===== src/pmlsf_pkg.sv =====
// Package for the split-field PML cell update pipeline.
// Holds register codes, field codes, fixed-point constants and the stage payload.
// No dependencies.
package pmlsf_pkg;

  localparam int NUM_REGS      = 7;
  localparam int ADDR_W        = 5;
  localparam int SERIES_TERMS  = 12;
  localparam int SERIES_STEPS  = SERIES_TERMS - 1;
  localparam int EXP_STEPS     = 31;
  localparam int QUOT_BITS     = 31;
  localparam int RECIP_SHIFT   = 35;

  typedef enum logic [2:0] {
    REG_DECAY_RATE = 3'd0,
    REG_CELL_X     = 3'd1,
    REG_CELL_Y     = 3'd2,
    REG_CELL_Z     = 3'd3,
    REG_DGAIN_X    = 3'd4,
    REG_DGAIN_Y    = 3'd5,
    REG_DGAIN_Z    = 3'd6
  } reg_idx_t;

  localparam logic [1:0] AXIS_X    = 2'd0;
  localparam logic [1:0] AXIS_Y    = 2'd1;
  localparam logic [1:0] AXIS_Z    = 2'd2;
  localparam logic [1:0] AXIS_NONE = 2'd3;
  localparam logic       KIND_E    = 1'b0;
  localparam logic       KIND_B    = 1'b1;

  localparam logic [32:0] ONE_Q32         = 33'h1_0000_0000;
  localparam logic [30:0] EXP_NEG_ONE_Q32 = 31'd1580030169;
  localparam logic [31:0] GAIN_MAX        = 32'h7FFF_FFFF;

  // floor(2^35 / k) for the series divisors 2..12
  localparam logic [34:0] RECIP_TAB [SERIES_TERMS+1] = '{
    35'd0, 35'd0,
    35'd17179869184, 35'd11453246122, 35'd8589934592, 35'd6871947673,
    35'd5726623061,  35'd4908534052,  35'd4294967296, 35'd3817748707,
    35'd3435973836,  35'd3123612578,  35'd2863311530
  };

  typedef struct packed {
    logic [31:0] decay_rate;
    logic [31:0] cell_size_x;
    logic [31:0] cell_size_y;
    logic [31:0] cell_size_z;
    logic [31:0] default_gain_x;
    logic [31:0] default_gain_y;
    logic [31:0] default_gain_z;
  } cfg_t;

  typedef struct packed {
    logic               bypass;
    logic               sig_zero;
    logic               first_plus;
    logic               big;
    logic [4:0]         n;
    logic [31:0]        y;
    logic [32:0]        s;
    logic [31:0]        term;
    logic [31:0]        prod;
    logic [31:0]        quo;
    logic [63:0]        den;
    logic signed [31:0] defg;
    logic [16:0]        d;
    logic [63:0]        rem;
    logic [30:0]        nlow;
    logic               ovf;
    logic [30:0]        q;
    logic signed [31:0] old1;
    logic signed [31:0] old2;
    logic signed [32:0] diff1;
    logic signed [32:0] diff2;
  } item_t;

endpackage


===== src/pmlsf_regs.sv =====
// Configuration register file on an APB-style port.
// Depends on pmlsf_pkg.
module pmlsf_regs
  import pmlsf_pkg::*;
(
  input  logic              clk,
  input  logic              rst,
  input  logic              psel,
  input  logic              penable,
  input  logic              pwrite,
  input  logic [ADDR_W-1:0] paddr,
  input  logic [31:0]       pwdata,
  output logic [31:0]       prdata,
  output logic              pready,
  output cfg_t              cfg
);

  reg_idx_t idx;

  assign idx    = reg_idx_t'(paddr[ADDR_W-1:2]);
  assign pready = 1'b1;

  always_ff @(posedge clk) begin
    if (rst) begin
      cfg.decay_rate     <= 32'd0;
      cfg.cell_size_x    <= 32'd65536;
      cfg.cell_size_y    <= 32'd65536;
      cfg.cell_size_z    <= 32'd65536;
      cfg.default_gain_x <= 32'd0;
      cfg.default_gain_y <= 32'd0;
      cfg.default_gain_z <= 32'd0;
    end else if (psel && penable && pwrite && pready) begin
      case (idx)
        REG_DECAY_RATE: cfg.decay_rate     <= pwdata;
        REG_CELL_X:     cfg.cell_size_x    <= pwdata;
        REG_CELL_Y:     cfg.cell_size_y    <= pwdata;
        REG_CELL_Z:     cfg.cell_size_z    <= pwdata;
        REG_DGAIN_X:    cfg.default_gain_x <= pwdata;
        REG_DGAIN_Y:    cfg.default_gain_y <= pwdata;
        REG_DGAIN_Z:    cfg.default_gain_z <= pwdata;
        default: ;
      endcase
    end
  end

  always_comb begin
    case (idx)
      REG_DECAY_RATE: prdata = cfg.decay_rate;
      REG_CELL_X:     prdata = cfg.cell_size_x;
      REG_CELL_Y:     prdata = cfg.cell_size_y;
      REG_CELL_Z:     prdata = cfg.cell_size_z;
      REG_DGAIN_X:    prdata = cfg.default_gain_x;
      REG_DGAIN_Y:    prdata = cfg.default_gain_y;
      REG_DGAIN_Z:    prdata = cfg.default_gain_z;
      default:        prdata = 32'd0;
    endcase
  end

endmodule


===== config.mk =====
export PLATFORM = sky130hd
export DESIGN_NAME = pmlsf_regs
export DESIGN_NICKNAME = d
export VERILOG_FILES = /design/src/pmlsf_pkg.sv /design/src/pmlsf_regs.sv
export SDC_FILE = /design/constraint.sdc
export NUM_CORES = 1
export LEC_CHECK = 0
export ABC_AREA = 1
export BUFFER_PORTS_ARGS = -buffer_cell sky130_fd_sc_hd__buf_2
export CAP_MARGIN = 40
export CORE_MARGIN = 2
export CORE_UTILIZATION = 35
export DETAILED_ROUTE_END_ITERATION = 10
export PLACE_DENSITY_LB_ADDON = 0.05
export SLEW_MARGIN = 20
export SYNTH_ARGS = -nofsm -noshare
export SYNTH_HDL_FRONTEND = slang
export SYNTH_SLANG_ARGS = --single-unit

===== constraint.sdc =====
create_clock -name clk -period 0.9 [get_ports clk]
set_input_delay 0 -clock clk [delete_from_list [all_inputs] [get_ports clk]]
set_output_delay 0 -clock clk [all_outputs]
set_load 0.01 [all_outputs]

After elaboration in Yosys (flattened, before gate mapping)
Index checks and enable logic that the tools add are counted.
{"block": "classes", "n_addsub": 0, "n_mul": 0, "div_mod_pow": 0, "order_cmp": 0, "eq_ne": 6, "n_shift": 0, "mux": 1, "bitwise_logic": 0, "n_reduce_logical": 10}
{"op": "32-bit case mux with 7 select lines", "count": 1}
{"op": "2-bit AND reduction", "count": 7}
{"op": "3-bit == test, second input constant", "count": 3}
{"op": "3-bit by 2-bit == test with 1-bit output, second input constant", "count": 2}
{"op": "3-bit by 1-bit == test with 1-bit output, second input constant", "count": 1}
{"op": "3-bit logical NOT", "count": 1}
{"op": "1-bit logical AND", "count": 2}
{"block": "word_totals", "register_bits": 224, "latch_bits": 0, "mem_bits_rw": 0, "rom_bits": 0, "input_bits": 42, "out_inout_bits": 257, "elab_cells": 24, "mem_count": 0}

Longest topological paths before layout
{"block": "logic_depth", "word_depth": 3, "ltp_mapped": 8, "mapped_depth_nobuf": 6}

Least setup slack after synthesis
No wires, ideal clock.
{"block": "synth_timing", "path_kind": "input to register", "from": "input port pwrite", "to": "register cfg[182] in the netlist's numbering", "setup_ns": 0.113, "arrival_time_ns": 0.850, "t_required_ns": 0.787, "setup_slack_ns": -0.063, "path_stages": 7, "n_path_buf": 2, "cell_sequence": "nand3_1 inv_2 buf_2 buf_1 nand3_1 nand2_1 nor2_1"}
{"block": "synth_via", "elab_chain_cells": 2}
{"element": "start: declaration", "line_no": "pmlsf_regs.sv:10", "rtl": "input logic pwrite,"}
{"element": "1-bit logical AND", "line_no": "pmlsf_regs.sv:32", "rtl": "end else if (psel && penable && pwrite && pready) begin"}
{"element": "2-bit AND reduction (no line)"}
{"element": "end: declaration", "line_no": "pmlsf_regs.sv:15", "rtl": "output cfg_t cfg"}
No other way between the ends.
A chain may end at the register's enable or synchronous reset.

Worst setup path after layout
{"block": "layout_timing", "from": "register cfg[49] in the netlist's numbering", "to": "output port prdata[17]"}
{"block": "layout_via", "elab_chain_cells": 1}
{"element": "32-bit case mux with 7 select lines", "line_no": "pmlsf_regs.sv:47", "rtl": "case (idx)"}
{"element": "end: declaration", "line_no": "pmlsf_regs.sv:13", "rtl": "output logic [31:0] prdata,"}
No other way between the ends.

==> run summary <==
register area -> 4790 um^2
PortBufs -> 295
via count -> 12,900
maxcap violations -> 0
Synth top area share -> 0.409
Worst path most repeated cell -> nand2_1
WP data required -> 0.90 ns
Hold Vio Cnt, Final -> 0
Slowest-stage cell, CP -> dfxtp_2
Tcrit/Tclk final -> 1.63
min-delay worst type -> in -> reg
Synth Area in Compound Gates -> 0.00137
post-synthesis mux area share -> 0
CTS Root Cell -> clkbuf_16
crit end category -> primary output
clock sink total -> 224
Synth cell types -> 17
Slew Viols, Final -> 0
DP HPWL -> 31,800 um
Peak VDD IR -> 1210 uV
ys async rst share -> 0
Die ar. -> 32,700 um^2
Setup crit start kind -> flop
number of global-route vias before repair -> 11,800
Largest register FFs -> 224
most common cell in the netlist -> nor2_1
gr usage total -> 0.272
Detail Route Antenna Nets -> 0
final setup fails -> 256
Main synth FF type -> dfxtp_1
Post-layout nets -> 2,268
Vias/cell -> 4.90
area of the multi-input gates -> 6000 um^2
Row Count -> 64
xor and xnor area share after synthesis -> 0
io pins -> 299
initial antenna violation count -> 0
worst-path maximum fanout -> 2
FILL cells -> 2,959
LEAKAGE -> 8.52 nW
cells along the critical path -> nand4_1 -> nand2_1 -> nor2_1 -> nand2_1 -> buf_2
FMAX -> 681 MHz
CTS clk-pin slew, worst paths -> 0.06 ns
dpl cell area -> 14,100 um^2
Synth warnings -> 0
arrival time of the worst setup path -> 1.47 ns
pre-CTS setup slack -> -0.436 ns
ranking of synthesized cells by area -> dfxtp_1, nor2_1, nand2_1, nand3_1, nand4_1
Largest regs -> cfg: 224 flops
final core occ -> 0.596
average size of a mapped cell -> 6.22 um^2
Biggest register -> cfg
area grow syn2layout -> 67.3%
H-tree depth -> 1
power per cell area -> 1290 nW/um^2
unrepaired setup endpoints after global routing -> true
Final WS setup -> -0.568 ns
violations in the final reports -> setup timing
CTS tree -> done
drt total wl -> 46,500 um
DR pass1 iterations -> 5
Longest Clk Path Bufs -> 3
Post-Synth Simple-Gate Area -> 0.506
top cells by count, synth -> nor2_1, nand2_1, dfxtp_1, nand3_1, nand4_1
syn_nets -> 1,804
Core ar. -> 30,700 um^2
r2r setup slk -> 0.08 ns
Mapped Area -> 11,000 um^2
setup_tns -> -45.94 ns
WL/cell -> 17.6 um
register area share after synthesis -> 0.409
DRC violation count after routing -> 0
layout cells sized above 1 -> 0.415
flops & latches, synth -> 224
starting density of the core -> 0.356
pin count of the biggest net entering global routing -> 50
DIE HEIGHT -> 181 um
post-synth top area cell -> dfxtp_1
TritonCTS Buffers -> 27
worst skew pair latency -> 0.53 ns
Final Skew -> 0 ns
final worst path period need -> 1.47 ns
largest family of logic cells by synthesized area -> simple AND/OR/NAND/NOR gates
Post-synth EDFFs -> 0
DIE WIDTH -> 181 um
Post-Synth Adder-Cell Area -> 0
GPL Wtd Cong -> 0.893
DR iter-0 viols -> 1,093
status -> finished, violations left
CP Class -> reg -> out
global-route wire length before repair -> 70,600 um
Worst path max stage delay -> 0.33 ns
diode count -> 0
Finished Cell Area -> 18,300 um^2
gr ovfl total -> 0
Mapped Cells -> 1,762
## cell usage in the layout (no fill, tap or decap), types with 27 or more instances in the layout
| cell type | Yosys | routed |
|---|---|---|
| inv_1 | 65 | 64 |
| clkbuf_16 | 0 | 27 |
| buf_12 | 0 | 33 |
| nand3_1 | 198 | 189 |
| nand2_1 | 485 | 426 |
| buf_6 | 0 | 349 |
| nand2_2 | 0 | 57 |
| nand4_1 | 96 | 96 |
| nor2_4 | 3 | 28 |
| nor2_1 | 540 | 496 |
| dlygate4sd3_1 | 0 | 33 |
| dfxtp_2 | 0 | 214 |
| buf_2 | 67 | 64 |
| buf_4 | 18 | 90 |
| nor2_2 | 8 | 27 |
## power by group
| part | leakage, nW | switching (mW) | internal, mW | total (mW) |
|---|---|---|---|---|
| logic | 6.17 | 1.69 | 1.15 | 2.84 |
| clock network | 0.426 | 4.38 | 6.28 | 10.7 |
| registers | 1.92 | 0.112 | 10.0 | 10.2 |
| total | 8.52 | 6.18 | 17.5 | 23.7 |
## per-stage QoR
step                      power (mW)  hold slack (ns)  cells
after detailed placement        12.8            0.308   2499
after CTS                       23.8         -0.00449   2595
after floorplan                 11.6            0.126   1762
final                           23.7           0.0272   2639
after global routing            24.5            0.113   2639
after global placement          12.7            0.294   2499
## logic make-up after synthesis
group,Yosys count
buffers and inverters,203
AND/OR/NAND/NOR,1331
other,1
flip-flops,224
AO/OA/AOI/OAI,3
## critical path: cells and delay by family (launching register included)
family        cells  cell delay, ns
buf+inv           1            0.13
flops             1            0.33
simple gates      4            0.47
## final timing paths
kind	startpoint	to	depth (start not counted)
worst min-delay path	paddr[4]	cfg[144]	5
worst max register to register	cfg[32]	cfg[32]	4
worst max-delay path	cfg[49]	prdata[17]	5
worst min register to register	cfg[179]	cfg[179]	2
## layer usage
layer,share of wire,up-vias,track usage,routed length [um]
met5,0,-,0,0
met4,0.016,0,0.0517,731
met3,0.076,45,0.0508,3540
met2,0.41,444,0.392,19300
met1,0.49,5964,0.420,22900
li1,-,6478,-,-
## what timing repair did
| item | in CTS | in global routing |
|---|---|---|
| pin swaps | 109 | 56 |
| hold endpoints to repair | 218 | 0 |
| gates cloned | 0 | 0 |
| hold buffers | 33 | 0 |
| resized for setup | 655 | 121 |
| setup buffers | 22 | 73 |
| endpoints found under the setup margin | 256 | 256 |
## final cells by class
cell class | count | share of cell area
repair buffers | 569 | 0.323
flip-flops and latches | 224 | 0.261
inverters | 69 | 0.0148
well taps | 396 | 0.0270
clock inverters | 4 | 0.00130
multi-input cells | 1335 | 0.328
clock buffers | 42 | 0.0454
Note: power is estimated with default switching activity, not from simulation.
